File: src/design/stk_pkg.sv
// Shared types and constants for the message deframer.
// No dependencies; used by every module of the block and by the port checker.
`default_nettype none

package stk_pkg;

    localparam logic [7:0] START_BYTE = 8'h1B;
    localparam logic [7:0] TOKEN_BYTE = 8'h0E;

    typedef enum logic [1:0] {
        KIND_BODY = 2'd0,
        KIND_DONE = 2'd1,
        KIND_BAD  = 2'd2
    } kind_t;

    typedef struct packed {
        kind_t      kind;
        logic [7:0] data;
        logic [7:0] frame_seq;
        logic       last;
    } result_t;

endpackage

`default_nettype wire

File: src/design/stk_core.sv
// Parser: header collection, body pass-through, checksum closes frame.
// Depends on stk_pkg for the result struct and frame constants.
`default_nettype none

module stk_core (
    input  wire logic             clk,
    input  wire logic             rst_n,
    input  wire logic             advance,
    input  wire logic [7:0]       rx_byte,
    output stk_pkg::result_t      res,
    output logic                  res_valid
);

    typedef enum logic [2:0] {
        PH_START  = 3'd0,
        PH_SEQ    = 3'd1,
        PH_LEN_HI = 3'd2,
        PH_LEN_LO = 3'd3,
        PH_TOKEN  = 3'd4,
        PH_BODY   = 3'd5,
        PH_SUM    = 3'd6
    } phase_t;

    phase_t      phase_reg, phase_next;
    logic        start_ok_reg, start_ok_next;
    logic [7:0]  seq_reg, seq_next;
    logic [15:0] length_reg, length_next;
    logic [15:0] count_reg, count_next;

    always_comb
    begin
        phase_next    = phase_reg;
        start_ok_next = start_ok_reg;
        seq_next      = seq_reg;
        length_next   = length_reg;
        count_next    = count_reg;
        res_valid     = 1'b0;
        res.kind      = stk_pkg::KIND_BODY;
        res.data      = 8'h00;
        res.frame_seq = seq_reg;
        res.last      = 1'b0;
        unique case (phase_reg)
            PH_SEQ:
            begin
                seq_next   = rx_byte;
                phase_next = PH_LEN_HI;
            end
            PH_LEN_HI:
            begin
                length_next = {rx_byte, 8'h00};
                phase_next  = PH_LEN_LO;
            end
            PH_LEN_LO:
            begin
                length_next = {length_reg[15:8], rx_byte};
                phase_next  = PH_TOKEN;
            end
            PH_TOKEN:
            begin
                count_next = 16'h0000;
                if (!start_ok_reg || rx_byte != stk_pkg::TOKEN_BYTE)
                begin
                    phase_next = PH_START;
                    res_valid  = 1'b1;
                    res.kind   = stk_pkg::KIND_BAD;
                    res.last   = 1'b1;
                end
                else if (length_reg == 16'h0000)
                begin
                    phase_next = PH_SUM;
                end
                else
                begin
                    phase_next = PH_BODY;
                end
            end
            PH_BODY:
            begin
                count_next = count_reg + 16'd1;
                if (count_next >= length_reg)
                begin
                    phase_next = PH_SUM;
                end
                res_valid = 1'b1;
                res.data  = rx_byte;
            end
            PH_SUM:
            begin
                phase_next = PH_START;
                res_valid  = 1'b1;
                res.kind   = stk_pkg::KIND_DONE;
                res.last   = 1'b1;
            end
            default:
            begin
                // start byte, and the unused phase code
                start_ok_next = (rx_byte == stk_pkg::START_BYTE);
                phase_next    = PH_SEQ;
            end
        endcase
        if (!advance)
        begin
            res_valid = 1'b0;
        end
    end

    always_ff @(posedge clk or negedge rst_n)
    begin
        if (!rst_n)
        begin
            phase_reg    <= PH_START;
            start_ok_reg <= 1'b0;
            seq_reg      <= 8'h00;
            length_reg   <= 16'h0000;
            count_reg    <= 16'h0000;
        end
        else if (advance)
        begin
            phase_reg    <= phase_next;
            start_ok_reg <= start_ok_next;
            seq_reg      <= seq_next;
            length_reg   <= length_next;
            count_reg    <= count_next;
        end
    end

endmodule

`default_nettype wire

File: src/design/stk_out_buf.sv
// Two-entry result buffer between the parser and the output stream.
// Depends on stk_pkg for the result struct.
`default_nettype none

module stk_out_buf (
    input  wire logic             clk,
    input  wire logic             rst_n,
    input  wire logic             push,
    input  wire stk_pkg::result_t push_data,
    output logic                  full,
    output logic                  out_valid,
    input  wire logic             out_ready,
    output stk_pkg::result_t      out_data
);

    logic [1:0]        cnt_reg, cnt_next;
    stk_pkg::result_t  head_reg, head_next;
    stk_pkg::result_t  tail_reg, tail_next;
    logic              pop;

    assign out_valid = (cnt_reg != 2'd0);
    assign full      = (cnt_reg == 2'd2);
    assign out_data  = head_reg;
    assign pop       = out_valid && out_ready;

    always_comb
    begin
        head_next = head_reg;
        tail_next = tail_reg;
        cnt_next  = cnt_reg + {1'b0, push} - {1'b0, pop};
        if (pop)
        begin
            // advance the tail, or take the new result straight into the head
            if (cnt_reg == 2'd2)
            begin
                head_next = tail_reg;
            end
            else if (push)
            begin
                head_next = push_data;
            end
        end
        else if (push)
        begin
            if (cnt_reg == 2'd0)
            begin
                head_next = push_data;
            end
            else
            begin
                tail_next = push_data;
            end
        end
    end

    always_ff @(posedge clk or negedge rst_n)
    begin
        if (!rst_n)
        begin
            cnt_reg <= 2'd0;
        end
        else
        begin
            cnt_reg <= cnt_next;
        end
    end

    always_ff @(posedge clk)
    begin
        head_reg <= head_next;
        tail_reg <= tail_next;
    end

endmodule

`default_nettype wire

File: src/design/stk500v2_message_deframer.sv
// Top level of the message deframer: input register, parser, result buffer.
// Depends on stk_pkg, stk_core and stk_out_buf.
//
// Usage:
//   s_axis carries received serial bytes, one byte per transaction.
//   m_axis carries results: tuser gives the kind (body byte, frame complete,
//   bad header), tdata the body byte and the frame's sequence number, and
//   tlast marks the result that closes a frame or a discarded header.
//   Good header bytes produce no result; the checksum byte yields frame complete.
// Timing:
//   One byte is accepted per cycle while s_axis_tready is high. A byte
//   taken sits in the input register, is parsed into the result buffer
//   once the buffer has room, and its result leaves from the buffer head.
//   The rate is set by the parser's single state update per byte.
// Reset:
//   rst_n clears the parser to hunt for a header start, and empties the
//   input register and the result buffer.
// Stall:
//   While m_axis_tready is low the buffer holds up to two results; the
//   input register then holds one more byte and s_axis_tready drops.
//   Neither ready depends on the other side's ready in the same cycle.
`default_nettype none

module stk500v2_message_deframer (
    input  wire logic        clk,
    input  wire logic        rst_n,
    input  wire logic        s_axis_tvalid,
    output logic             s_axis_tready,
    input  wire logic [7:0]  s_axis_tdata,   // [7:0] rx_byte
    output logic             m_axis_tvalid,
    input  wire logic        m_axis_tready,
    output logic [15:0]      m_axis_tdata,   // [7:0] data, [15:8] frame_seq
    output logic [1:0]       m_axis_tuser,   // [1:0] kind
    output logic             m_axis_tlast
);

    logic              in_vld_reg, in_vld_next;
    logic [7:0]        in_byte_reg;
    logic              buf_full;
    logic              advance;
    logic              s_accept;
    logic              res_valid;
    stk_pkg::result_t  res;
    stk_pkg::result_t  out_res;

    // parse the held byte whenever the buffer has room for its result
    assign advance       = in_vld_reg && !buf_full;
    assign s_axis_tready = !in_vld_reg || !buf_full;
    assign s_accept      = s_axis_tvalid && s_axis_tready;

    always_comb
    begin
        in_vld_next = in_vld_reg;
        if (s_accept)
        begin
            in_vld_next = 1'b1;
        end
        else if (advance)
        begin
            in_vld_next = 1'b0;
        end
    end

    always_ff @(posedge clk or negedge rst_n)
    begin
        if (!rst_n)
        begin
            in_vld_reg <= 1'b0;
        end
        else
        begin
            in_vld_reg <= in_vld_next;
        end
    end

    // hold the byte until it has been parsed
    always_ff @(posedge clk)
    begin
        if (s_accept)
        begin
            in_byte_reg <= s_axis_tdata;
        end
    end

    stk_core u_core (
        .clk       (clk),
        .rst_n     (rst_n),
        .advance   (advance),
        .rx_byte   (in_byte_reg),
        .res       (res),
        .res_valid (res_valid)
    );

    stk_out_buf u_out_buf (
        .clk       (clk),
        .rst_n     (rst_n),
        .push      (res_valid),
        .push_data (res),
        .full      (buf_full),
        .out_valid (m_axis_tvalid),
        .out_ready (m_axis_tready),
        .out_data  (out_res)
    );

    assign m_axis_tdata = {out_res.frame_seq, out_res.data};
    assign m_axis_tuser = out_res.kind;
    assign m_axis_tlast = out_res.last;

endmodule

`default_nettype wire

File: config.mk
export PLATFORM = sky130hd
export DESIGN_NAME = stk500v2_message_deframer
export DESIGN_NICKNAME = d
export VERILOG_FILES = /design/src/design/stk_pkg.sv /design/src/design/stk_core.sv /design/src/design/stk_out_buf.sv /design/src/design/stk500v2_message_deframer.sv
export SDC_FILE = /design/constraint.sdc
export NUM_CORES = 1
export LEC_CHECK = 0
export BUFFER_PORTS_ARGS = -buffer_cell sky130_fd_sc_hd__buf_2
export CORE_ASPECT_RATIO = 0.6
export CORE_MARGIN = 2
export CORE_UTILIZATION = 55
export DETAILED_ROUTE_END_ITERATION = 8
export GPL_ROUTABILITY_DRIVEN = 0
export PLACE_DENSITY = 0.84
export SLEW_MARGIN = 5
export SYNTH_ARGS = -nofsm -noshare
export SYNTH_HDL_FRONTEND = slang
export SYNTH_HIERARCHICAL = 1
export SYNTH_SLANG_ARGS = --single-unit
export TNS_END_PERCENT = 50
File: constraint.sdc
create_clock -name clk -period 4.1 [get_ports clk]
set_input_delay 0.41 -clock clk [delete_from_list [all_inputs] [get_ports clk]]
set_output_delay 0.41 -clock clk [all_outputs]
set_load 0.03 [all_outputs]
* After elaboration in Yosys (flattened, before gate mapping)
Index checks and enable logic that the tools add are counted.
Widths: inputs -> output; s select.
** Storage, ports and cells
- Bits in registers :: 93
- Input port bits :: 12
- Logic and storage cells :: 82
** Cells by class
- Add/subtract/negate cells :: 3
- $lt $le $gt $ge :: 1
- Eq/ne operators :: 10
- Mux-type cells :: 20
- Bitwise logic cells :: 4
- Reductions and logical operators :: 27
** Operator list (number)
- $mux 19 :: 5
- $pmux 16 s2 :: 2
- $pmux 3 s6 :: 1
- $add 16x1->16 const B :: 1
- $ge 16x16->1 :: 1
- $logic_not 16->1 :: 1
- $reduce_bool 2->1 :: 7
- $reduce_and 2->1 :: 5
- $eq 3x3->1 const B :: 3
- $reduce_and 3->1 :: 3
- $eq 8x5->1 const B :: 1
- $mux 8 :: 1
- $ne 8x4->1 const B :: 1
- $eq 3x2->1 const B :: 2
- $mux 3 :: 2
- $reduce_or 6->1 :: 1
- $mux 1 :: 4
- $mux 2 :: 2
- $not 1->1 :: 4
- $pmux 1 s2 :: 2
- $pmux 2 s2 :: 1
- $eq 3x1->1 const B :: 1
- $logic_and 1x1->1 :: 3
- $logic_not 1->1 :: 3
- other kinds (7) :: 8

* Depth between registers and ports, before layout
Gate-level depths: netlist of run 1.
- Word-level depth :: 8
- Depth in mapped cells :: 11
- Gate-level depth less buffers :: 11

* Modules after synthesis
The synthesis of run 1 kept the hierarchy.
** Modules (own cells, without submodules)
- stk_core :: times used 1, cells each 277, area each 2646.3 um2, sequential area each 1101.1 um2
- stk_out_buf :: times used 1, cells each 75, area each 1577.8 um2, sequential area each 1191.1 um2
- stk500v2_message_deframer :: times used 1, cells each 13, area each 290.3 um2, sequential area each 265.3 um2

* Worst setup path after synthesis of run 1
Ideal clock, no wire load.
- Kind :: register to register
- Start point :: register u_core.phase_reg[0]
- End point :: register u_out_buf.head_reg (netlist bit u_out_buf/out_data[0]), enable pin
- Setup time :: 0.421 ns
- Arrival time :: 2.792 ns
- Data required time :: 3.679 ns
- Setup slack :: 0.886 ns
- Cell stages (with the launch flop) :: 9
- Buffers on the path :: 0
- Path through :: dfrtp_1 > inv_1 > ha_1 > nand2_1 > a21oi_1 > nor2_1 > a21boi_0 > mux2i_1 > o21ai_0
** On the way
- Word-level cells in the longest chain between the ends :: 6
** Ends and longest elaborated chain
- from (decl) :: RTL line stk_core.sv:24 : phase_t phase_reg, phase_next;
- from (signal assigned) :: RTL line stk_core.sv:119 : phase_reg <= phase_next;
- $eq 3x3->1 :: RTL line stk_core.sv:42 : unique case (phase_reg)
- $reduce_or 2->1 (no source line)
- $pmux 1 s2 * :: RTL line stk_core.sv:42
- $mux 1 * :: RTL line stk_core.sv:101 : if (!advance)
- via res_valid :: RTL line stk500v2_message_deframer.sv:42 : logic res_valid;
- $reduce_bool 2->1 (no source line)
- $reduce_and 3->1 (no source line) *
- to (signal assigned) :: RTL line stk_out_buf.sv:70 : head_reg <= head_next;
- to (decl) :: RTL line stk_out_buf.sv:17 : stk_pkg::result_t head_reg, head_next;
The timed path passes the listed nets; every way through them passes the cells marked *.
A chain may end at the register's enable or synchronous reset.

* Final worst setup path of run 1
- Start point :: register u_core.count_reg[2]
- End point :: register u_core.phase_reg[0]
** On the way
- Word-level cells in the longest chain between the ends :: 4
** Ends and longest elaborated chain
- from (decl) :: RTL line stk_core.sv:28 : logic [15:0] count_reg, count_next;
- from (signal assigned) :: RTL line stk_core.sv:123 : count_reg <= count_next;
- $add 16x1->16 :: RTL line stk_core.sv:79 : count_next = count_reg + 16'd1;
- $ge 16x16->1 :: RTL line stk_core.sv:80 : if (count_next >= length_reg)
- $ne 2x1->1 (no source line)
- $reduce_and 2->1 (no source line)
No other way between the ends.

==> summary.md, run 1 <==
| Metric | Value |
|---|---|
| Commonest non-fill, non-tap cell in the layout | `dfrtp_1` |
| Syn Inst Count | `365` |
| Reg-to-reg setup timing slack | `0.80 ns` |
| Clock tree sinks | `93` |
| RSZ-0062 raised after global routing | `no` |
| Htree depth | `3` |
| Max layer used | `met4` |
| Reg clk slew, reported paths | `0.07 ns` |
| Overflow after GRT | `0` |
| Number of diodes | `0` |
| Worst Slack Setup Final | `0.796 ns` |
| Setup TNS | `0 ns` |
| LEAKAGE | `2.18 nW` |
| Max-cap viol count | `0` |
| Layout cell share with drive strength beyond 1 | `0.202` |
| First-pass GRT wire length | `14.9 mm` |
| Max clock buf depth | `2` |
| Clk Latency, worst-skew pair | `0.35 ns` |
| # port buffers | `32` |
| Metal2 WL | `3.84 mm` |
| Final Hold Viols | `0` |
| Peak VDD IR | `403 uV` |
| Synth unique cells | `52` |
| CTS buffer count | `9` |
| Avg Cell Area, Syn | `12.4 um2` |
| Worst hold slack | `0.237 ns` |
| Worst hold path class | `input port to flop` |
| Layout area overhead | `11.1%` |
| Core Area | `7910 um2` |
| Outcome | `finished clean` |
| CTS tree | `built` |
| CTS root buffer | `clkbuf_16` |
| Fraction of the cycle the final worst path needs | `0.806` |
| Die width | `121 um` |
| Most frequent cells in the layout | `47 x dfrtp_1, 46 x edfxtp_1, 32 x buf_2, 30 x nand2_1, 25 x inv_1` |
| Worst slew margin | `0.144` |
| DR WL/cell | `17.4 um` |
| Post-synth ARST share | `0.505` |
| Worst path max stage delay | `0.52 ns` |
| Worst Setup Path Type | `flop to flop` |
| Seq cells post-synth | `93` |
| CTS resizes | `0` |
| Crit start category | `flop` |
| Starting Density | `0.570` |
| Worst slew pin tran | `1.28 ns` |
| Final Setup Violations | `0` |
| Critical path, cell by cell | `nand3_2, nor4_4, nand3_1, xnor2_1, ha_1, nand4_1, a211o_1, o41ai_1, o31a_1, mux2_1` |
| Peak Freq | `0.303 GHz` |
| Met3 WL | `756 um` |
| Fin nets | `431` |
| Post-synth top flop | `dfrtp_1` |
| Via/cell ratio | `5.91` |
| Vias in the first global route | `2999` |
| Via total after detailed routing | `3008` |
| Antenna-violating nets left | `0` |
| Drt pass-1 iters | `5` |
| Initial DRC Count | `301` |
| Setup WS pre-CTS | `0.860 ns` |
| Hold_buf cts | `0` |
| Num ports | `33` |
| Fill cells | `595` |
| CP Capture Type | `flop` |
| Cell area after synthesis | `4510 um2` |
| Met1 wire length | `4.14 mm` |
| GR Util All Layers | `0.223` |
| Die ar. | `8970 um2` |
| Slowest cell on crit path | `nor4_4` |
| Slew Viols, Final | `0` |
| Cell Pwr Density | `671 nW/um2` |
| Sequential area share after synthesis | `0.567` |
| Post-Route WL | `8.88 mm` |
| Worst-path fanout max | `7` |
| Worst Path Arrival | `3.53 ns` |
| Residual DRC | `0` |
| HPWL after DPL | `6.32 mm` |
| Synth warnings | `6` |
| Chip height | `74.2 um` |
| Fin crit period | `3.30 ns` |
| Initial antenna violation count | `0` |
| Largest net degree at the start of global routing | `48` |
| Final clock skew | `0.00727 ns` |
| # rows | `25` |
| Mapped Nets | `400` |
| Post-CTS setup buffers | `0` |
| CP required | `4.33 ns` |
| EDFF count, synth | `46` |
| Tot Pwr | `3.37 mW` |
kinds of logic after synthesis:
logic type,count (synthesis),share of synthesized area
xor gates and xnor gates,16,0.0310
muxes,29,0.0804
DFF,93,0.567
buffers and inverters,38,0.0374
adders and majority gates,23,0.0637
AOI/OAI and AO/OA,71,0.102
and+or+nand+nor,95,0.119
path summary, 6_finish.rpt:
check,startpoint,endpoint,depth (start not counted)
worst max register to register,u_core/count_reg[2],u_core/phase_reg[0],10
worst min-delay path,s_axis_tdata[6],in_byte_reg[6],1
min in group asynchronous,rst_n,u_core/count_reg[2],1
worst max-delay path,u_core/count_reg[2],u_core/phase_reg[0],10
worst min register to register,u_core/seq_reg[2],u_out_buf/tail_reg[3],0
max in group asynchronous,rst_n,u_out_buf/cnt_reg[1],1
cells in the mapped netlist, types with 2 or more instances:
master / instances / area, um2
nor2_1: 12 / 45.0
nor4_1: 5 / 31.3
mux2_2: 17 / 191
nand4b_1: 2 / 17.5
nand2_1: 30 / 113
xor2_1: 6 / 52.6
o31ai_1: 5 / 37.5
and2_1: 3 / 18.8
a21o_1: 3 / 22.5
a22o_1: 13 / 114
a31oi_1: 2 / 12.5
and3b_1: 2 / 17.5
dfrtp_1: 47 / 1180
nand3b_1: 2 / 15.0
edfxtp_1: 46 / 1380
mux2_4: 10 / 150
and3_1: 10 / 62.6
nand4_1: 6 / 37.5
ha_1: 23 / 288
o21ai_0: 13 / 65.1
and4_1: 2 / 17.5
a21oi_1: 9 / 45.0
inv_1: 25 / 93.8
o21ai_1: 15 / 75.1
nand3_1: 9 / 45.0
buf_2: 2 / 10.0
xnor2_1: 10 / 87.6
nor2b_1: 3 / 18.8
o211ai_1: 2 / 15.0
clkbuf_1: 9 / 33.8
metal layers:
layer	track usage	vias up
li1	-	1397
met1	0.316	1452
met2	0.336	139
met3	0.0613	20
met4	0.0801	0
met5	0	-
per-stage QoR:
step           cell area (um2)  utilization  std cells
2_1_floorplan             4510            -        365
3_3_place_gp              4740        0.599        493
3_5_place_dp              4740        0.599        493
4_1_cts                   5020        0.634        509
5_1_grt                   5020        0.634        509
6_report                  5020        0.634        509
where the power goes:
group / leakage, nW / switching (mW) / internal, mW
combinational: 1.03 / 0.672 / 0.451
clock: 0.128 / 0.352 / 0.412
sequential: 1.02 / 0.178 / 1.30
total: 2.18 / 1.20 / 2.16
critical path: cells and delay by family, from the launching register on:
family,cells,cell delay (ns)
xor gates and xnor gates,1,0.16
and+or+nand+nor,4,1.07
AOI/OAI and AO/OA,3,0.84
DFF,1,0.46
adders and majority gates,1,0.32
muxes,1,0.33
cell type report:
| cell class | count | area (um2) | area share |
|---|---|---|---|
| inverter | 25 | 93.8 | 0.0187 |
| clock inverter | 7 | 48.8 | 0.00973 |
| sequential | 93 | 2560 | 0.510 |
| tap | 108 | 135 | 0.0269 |
| multi-input combinational | 234 | 1790 | 0.356 |
| clock buffer | 9 | 225 | 0.0449 |
| timing repair buffer | 33 | 168 | 0.0334 |
Power figures use the tool's default switching activity.
==> inputs of run 2 (changes only) <==
Clock period 4.1 ns to 3.15 ns, I/O delays scaled along.
==> run 2 against run 1 <==
Utilization increased by 3.4 points. Die area unchanged. Largest cell class unchanged. Cell area increased by 5.4%. Sequential power increased by 30%. Clock-buffer cell count increased by 3. Clock skew decreased by 0.0016 ns. Hold slack got worse by 0.086 ns. Critical path depth increased by 1. Maximum frequency increased by 7.6%. Clock power increased by 39%.
==> summary.md, run 2 (synthesis gave the netlist of run 1 again) <==
| Metric | Value |
|---|---|
| Cell depth of the worst hold path | `1 (unchanged)` |
| Worst Path Arrival | `3.30 ns (was 3.53 ns)` |
| Via total after detailed routing | `3128 (was 3008)` |
| Cell Pwr Density | `862 nW/um2 (was 671 nW/um2)` |
| Worst-path fanout max | `5 (was 7)` |
| Final clock skew | `0.00563 ns (was 0.00727 ns)` |
| Critical path, cell by cell | `nand4_1, nor4_4, buf_4, nand3_2, xnor2_1, ha_1, nand4_1, a211o_1, o41ai_2, o31a_1, mux2_4 (was nand3_2, nor4_4, nand3_1, xnor2_1, ha_1, nand4_1, a211o_1, o41ai_1, o31a_1, mux2_1)` |
| Fraction of the cycle the final worst path needs | `0.975 (was 0.806)` |
| # rows | `25 (unchanged)` |
| Met1 wire length | `4.29 mm (was 4.14 mm)` |
| Clock tree sinks | `93 (unchanged)` |
| Fin nets | `453 (was 431)` |
| Fin util | `0.668 (was 0.634)` |
| First-pass GRT wire length | `15.2 mm (was 14.9 mm)` |
| Setup WS pre-CTS | `-0.0158 ns (was 0.860 ns)` |
| Peak Freq | `0.326 GHz (was 0.303 GHz)` |
| HPWL after DPL | `6.31 mm (was 6.32 mm)` |
| Placed Cells | `499 (was 493)` |
| Worst slew margin | `0.290 (was 0.144)` |
| Initial antenna violation count | `0 (unchanged)` |
| Metal2 WL | `4.21 mm (was 3.84 mm)` |
| Die width | `121 um (unchanged)` |
| Vias in the first global route | `2929 (was 2999)` |
| Reg-to-reg setup timing slack | `0.08 ns (was 0.80 ns)` |
| Max layer used | `met4 (unchanged)` |
| Antenna-violating nets left | `0 (unchanged)` |
| Max clock buf depth | `2 (unchanged)` |
| Slew Viols, Final | `0 (unchanged)` |
| Residual DRC | `0 (unchanged)` |
| Worst Setup Path Type | `flop to flop (unchanged)` |
| Met3 WL | `822 um (was 756 um)` |
| Worst r2r dst | `u_core/phase_reg[0] (unchanged)` |
| Final Setup Violations | `0 (unchanged)` |
| CTS buffer count | `9 (unchanged)` |
| Worst path max stage delay | `0.42 ns (was 0.52 ns)` |
| Num ports | `33 (unchanged)` |
| Peak VDD IR | `559 uV (was 403 uV)` |
| CTS root buffer | `clkbuf_16 (unchanged)` |
| Layout area overhead | `17.2% (was 11.1%)` |
| Fill cells | `578 (was 595)` |
| Post-Route WL | `9.44 mm (was 8.88 mm)` |
| Fin crit period | `3.07 ns (was 3.30 ns)` |
| Clk Latency, worst-skew pair | `0.34 ns (was 0.35 ns)` |
| Most frequent cells in the layout | `46 x edfxtp_1, 45 x dfrtp_1, 32 x buf_2, 29 x nand2_1, 25 x inv_1 (was 47 x dfrtp_1, 46 x edfxtp_1, 32 x buf_2, 30 x nand2_1, 25 x inv_1)` |
| Via/cell ratio | `5.89 (was 5.91)` |
| # port buffers | `32 (unchanged)` |
| Outcome | `finished clean (unchanged)` |
| CP required | `3.37 ns (was 4.33 ns)` |
| Htree depth | `3 (unchanged)` |
| Crit start category | `flop (unchanged)` |
| Finished Layout Cells | `531 (was 509)` |
| LEAKAGE | `2.37 nW (was 2.18 nW)` |
| Worst Slack Setup Final | `0.0785 ns (was 0.796 ns)` |
| Overflow after GRT | `0 (unchanged)` |
| Largest delay contributor family on the critical path | `compound AO/OA/AOI/OAI gates (was simple AND/OR/NAND/NOR gates)` |
| Core Area | `7910 um2 (unchanged)` |
| Largest net degree at the start of global routing | `48 (unchanged)` |
| Starting Density | `0.570 (unchanged)` |
| GR Util All Layers | `0.230 (was 0.223)` |
| DR WL/cell | `17.8 um (was 17.4 um)` |
| Commonest non-fill, non-tap cell in the layout | `edfxtp_1 (was dfrtp_1)` |
| Worst hold path class | `input port to flop (unchanged)` |
| Layout cell share with drive strength beyond 1 | `0.270 (was 0.202)` |
| Max-cap viol count | `0 (unchanged)` |
| Initial DRC Count | `247 (was 301)` |
| Worst slew pin tran | `1.06 ns (was 1.28 ns)` |
| Worst path buffer plus inverter count | `1 (was 0)` |
| Drt pass-1 iters | `5 (unchanged)` |
| Hold Crit Start | `s_axis_tdata[7] (was s_axis_tdata[6])` |
| Register-to-Register Path Depth | `11 (was 10)` |
| Min-Delay Endpoint | `in_byte_reg[7] (was in_byte_reg[6])` |
| Chip height | `74.2 um (unchanged)` |
| CP Capture Type | `flop (unchanged)` |
| Reg2reg start | `u_core/count_reg[8] (was u_core/count_reg[2])` |
| Die ar. | `8970 um2 (unchanged)` |
| Crit path from | `u_core/count_reg[8] (was u_core/count_reg[2])` |
| Final Hold Viols | `0 (unchanged)` |
| CTS tree | `built (unchanged)` |
| Most frequent CP cell | `nand4_1` |
| Slowest cell on crit path | `dfrtp_1 (was nor4_4)` |
| Number of diodes | `0 (unchanged)` |
| Reg clk slew, reported paths | `0.06 ns (was 0.07 ns)` |
run 2: cell count changes in the layout (fill, tap and decap cells not counted), sizes merged:
cell,before,now
buf,33,55
clkbuf,9,12
inv,27,25
clkinvlp,2,0
bufinv,0,1
run 2: how the worst max path moves through the flow:
stage,end,cells past startpoint
6_report,u_core/phase_reg[0],11
5_1_grt,u_core/phase_reg[0],11
4_1_cts,u_core/phase_reg[0],10
3_5_place_dp,u_core/phase_reg[0],10
3_3_place_gp,u_core/phase_reg[0],10
2_1_floorplan,u_core/phase_reg[0],10
run 2: power breakdown:
group	switching, mW	leakage, nW	internal, mW
combinational	0.923	1.20	0.657
sequential	0.230	1.02	1.69
clock	0.420	0.147	0.635
total	1.57	2.37	2.99
run 2: stage by stage:
step / instance area, um2 / hold slack [ns] / setup TNS (ns) / power (mW)
detailed placement: 4790 / 0.462 / -0.0158 / 3.39
finish: 5290 / 0.151 / 0 / 4.56
global placement: 4790 / 0.455 / 0 / 3.32
CTS: 5170 / 0.137 / 0 / 4.49
global route: 5290 / 0.140 / -0.0859 / 4.82
floorplan: 4510 / 0.0194 / 0 / 3.01
run 2: timing repair:
| action | CTS | global route |
|---|---|---|
| hold buffers | 0 | 0 |
| resized for setup | 5 | 11 |
| pin swaps | 2 | 11 |
| setup endpoints to repair | 1 | 1 |
| setup buffers | 7 | 9 |
run 2: layer usage:
layer,global-route usage,vias to the layer above
li1,-,1445
met1,0.331,1521
met2,0.346,149
met3,0.0660,13
met4,0.0659,0
met5,0,-
run 2: layout make-up:
type / instances / area [um2] / area share
clock buffer: 12 / 246 / 0.0466
clock inverter: 4 / 48.8 / 0.00923
inverter: 25 / 93.8 / 0.0177
multi-input combinational: 234 / 1870 / 0.354
sequential: 93 / 2560 / 0.484
tap: 108 / 135 / 0.0256
timing repair buffer: 55 / 333 / 0.0629
run 2: worst reg2reg max path, cell delays in order, from the launching register on:
cell and delay [ns]:
dfrtp_1 0.42, nand4_1 0.19, nor4_4 0.31, buf_4 0.18
nand3_2 0.10, xnor2_1 0.15, ha_1 0.33, nand4_1 0.17
a211o_1 0.32, o41ai_2 0.23, o31a_1 0.24, mux2_4 0.31
==> inputs of run 3 (changes only) <==
Settings changed: CELL_PAD_IN_SITES_DETAIL_PLACEMENT set to 2, CELL_PAD_IN_SITES_GLOBAL_PLACEMENT set to 2, CORE_UTILIZATION 55 to 41, PLACE_DENSITY 0.84 to 0.88.
==> run 3 against run 2 <==
The flow now finishes with violations (negative setup slack). Global-route usage is 3.0 points higher. Clock skew is 0.0036 ns higher. Die area is 33% higher. Cell count is 9.2% higher. Cell area is 4.1% higher. Non-clock buffer count is 18 higher. Sequential share of layout area is 1.8 points lower. Critical endpoint unchanged.
==> summary.md, run 3 (synthesis gave the netlist of run 1 again) <==
| Metric | Value |
|---|---|
| Worst hold slack | `0.0952 ns (was 0.151 ns)` |
| Htree depth | `3 (unchanged)` |
| Antenna-violating nets left | `0 (unchanged)` |
| Layout area overhead | `22.0% (was 17.2%)` |
| Peak Freq | `0.316 GHz (was 0.326 GHz)` |
| Via total after detailed routing | `3361 (was 3128)` |
| Starting Density | `0.425 (was 0.570)` |
| Finished Layout Cells | `580 (was 531)` |
| Chip height | `85.3 um (was 74.2 um)` |
| Crit path from | `u_core/count_reg[0] (was u_core/count_reg[8])` |
| Worst Path Arrival | `3.40 ns (was 3.30 ns)` |
| Layout cell share with drive strength beyond 1 | `0.324 (was 0.270)` |
| Worst slew pin tran | `0.983 ns (was 1.06 ns)` |
| Die ar. | `11900 um2 (was 8970 um2)` |
| Initial antenna violation count | `0 (unchanged)` |
| Slew Viols, Final | `0 (unchanged)` |
| Tot Pwr | `4.89 mW (was 4.56 mW)` |
| Placed Cells | `543 (was 499)` |
| CTS buffer count | `9 (unchanged)` |
| Peak VDD IR | `420 uV (was 559 uV)` |
| Worst Setup Path Type | `flop to flop (unchanged)` |
| Initial DRC Count | `300 (was 247)` |
| Post-Route WL | `15.8 mm (was 9.44 mm)` |
| Commonest non-fill, non-tap cell in the layout | `edfxtp_1 (unchanged)` |
| DR WL/cell | `27.2 um (was 17.8 um)` |
| Fraction of the cycle the final worst path needs | `1.00 (was 0.975)` |
| Overflow after GRT | `0 (unchanged)` |
| Worst-path fanout max | `4 (was 5)` |
| RSZ-0062 raised after global routing | `yes` |
| Cell Pwr Density | `887 nW/um2 (was 862 nW/um2)` |
| Clk Latency, worst-skew pair | `0.36 ns (was 0.34 ns)` |
| Fin crit period | `3.16 ns (was 3.07 ns)` |
| First-pass GRT wire length | `22.8 mm (was 15.2 mm)` |
| Largest net degree at the start of global routing | `39 (was 48)` |
| Residual DRC | `0 (unchanged)` |
| CTS root buffer | `clkbuf_16 (unchanged)` |
| Clock tree sinks | `93 (unchanged)` |
| CP required | `3.39 ns (was 3.37 ns)` |
| Fin nets | `471 (was 453)` |
| Via/cell ratio | `5.79 (was 5.89)` |
| Core Area | `10600 um2 (was 7910 um2)` |
| Outcome | `finished, violations left (was finished clean)` |
| Final clock skew | `0.00923 ns (was 0.00563 ns)` |
| Failing checks | `negative setup slack` |
| Max clock buf depth | `2 (unchanged)` |
| Crit start category | `flop (unchanged)` |
| Worst Slack Setup Final | `-0.0111 ns (was 0.0785 ns)` |
| Vias in the first global route | `3740 (was 2929)` |
| Reg2reg start | `u_core/count_reg[0] (was u_core/count_reg[8])` |
| Max-cap viol count | `0 (unchanged)` |
| Worst slew margin | `0.344 (was 0.290)` |
| GR Util All Layers | `0.260 (was 0.230)` |
| Reg-to-reg setup timing slack | `-0.01 ns (was 0.08 ns)` |
| Num ports | `33 (unchanged)` |
| Final Setup Violations | `2 (was 0)` |
| CP Capture Type | `flop (unchanged)` |
| Most frequent cells in the layout | `46 x edfxtp_1, 41 x dfrtp_1, 40 x buf_4, 32 x buf_2, 28 x nand2_1 (was 46 x edfxtp_1, 45 x dfrtp_1, 32 x buf_2, 29 x nand2_1, 25 x inv_1)` |
| CTS tree | `built (unchanged)` |
| # port buffers | `32 (unchanged)` |
| Die width | `139 um (was 121 um)` |
| HPWL after DPL | `9.83 mm (was 6.31 mm)` |
| Drt pass-1 iters | `4 (was 5)` |
| Worst hold path class | `input port to async pin (was input port to flop)` |
| # rows | `29 (was 25)` |
| Number of diodes | `0 (unchanged)` |
| Reg clk slew, reported paths | `0.08 ns (was 0.06 ns)` |
| Final Hold Viols | `0 (unchanged)` |
| LEAKAGE | `2.46 nW (was 2.37 nW)` |
-- run 3: cell count changes in the layout (fill, tap and decap cells not counted), moves of 2 or more --
| cell | delta |
|---|---|
| buf_4 | +17 |
| clkbuf_1 | -2 |
| clkinvlp_4 | +2 |
| dfrtp_1 | -4 |
| dfrtp_2 | +4 |
| inv_6 | +2 |
| xnor2_1 | -2 |
| xnor2_2 | +2 |
-- run 3: through the flow --
| stage | TNS [ns] | cell area [um2] | util | setup WS [ns] |
|---|---|---|---|---|
| global route | -0.261 | 5510 | 0.518 | -0.169 |
| finish | -0.0209 | 5510 | 0.518 | -0.0111 |
| global placement | 0 | 4920 | 0.463 | 0.0874 |
| CTS | 0 | 5340 | 0.503 | 0.0190 |
| floorplan | 0 | 4510 | - | 0.275 |
| detailed placement | -0.277 | 4920 | 0.463 | -0.262 |
-- run 3: power breakdown --
part / switching (mW) / internal (mW) / total, mW
clock: 0.520 / 0.547 / 1.07
sequential: 0.258 / 1.69 / 1.95
combinational: 1.18 / 0.692 / 1.87
-- run 3: routing by layer --
layer / track usage / part of all wire
met4: 0.0983 / 0.027
met5: 0 / 0
met1: 0.319 / 0.40
met2: 0.452 / 0.51
met3: 0.0626 / 0.061
-- run 3: worst max-delay path, stage by stage, from the launching register on --
cell and delay, ns:
dfrtp_2 0.44, ha_4 0.17, nand4_1 0.12, buf_4 0.19, nor2_4 0.12, and4_4 0.25, xor2_2 0.26, ha_4 0.18
nand4_1 0.16, a211o_1 0.38, o41ai_2 0.26, o31a_1 0.21, mux2_4 0.31
-- run 3: worst paths after layout --
check,endpoint,cells past startpoint
worst max-delay path,u_core/phase_reg[0],12
worst min-delay path,u_core/length_reg[6],1
worst max register to register,u_core/phase_reg[0],12
worst min register to register,u_out_buf/tail_reg[6],0
max in group asynchronous,u_core/seq_reg[0],2
min in group clk,in_byte_reg[6],1
-- run 3: final cells by class --
type	count	area [um2]
inverters	25	93.8
clock buffers	9	225
flip-flops and latches	93	2560
fillers	1036	5120
multi-input cells	234	1920
clock inverters	7	57.6
well taps	139	174
repair buffers	73	472
-- run 3: repair_timing --
action / CTS / global route
hold buffers: 0 / 0
setup endpoints to repair: 2 / 15
setup buffers: 12 / 9
cloned: 0 / 0
pin swaps: 7 / 10
resized for setup: 9 / 22
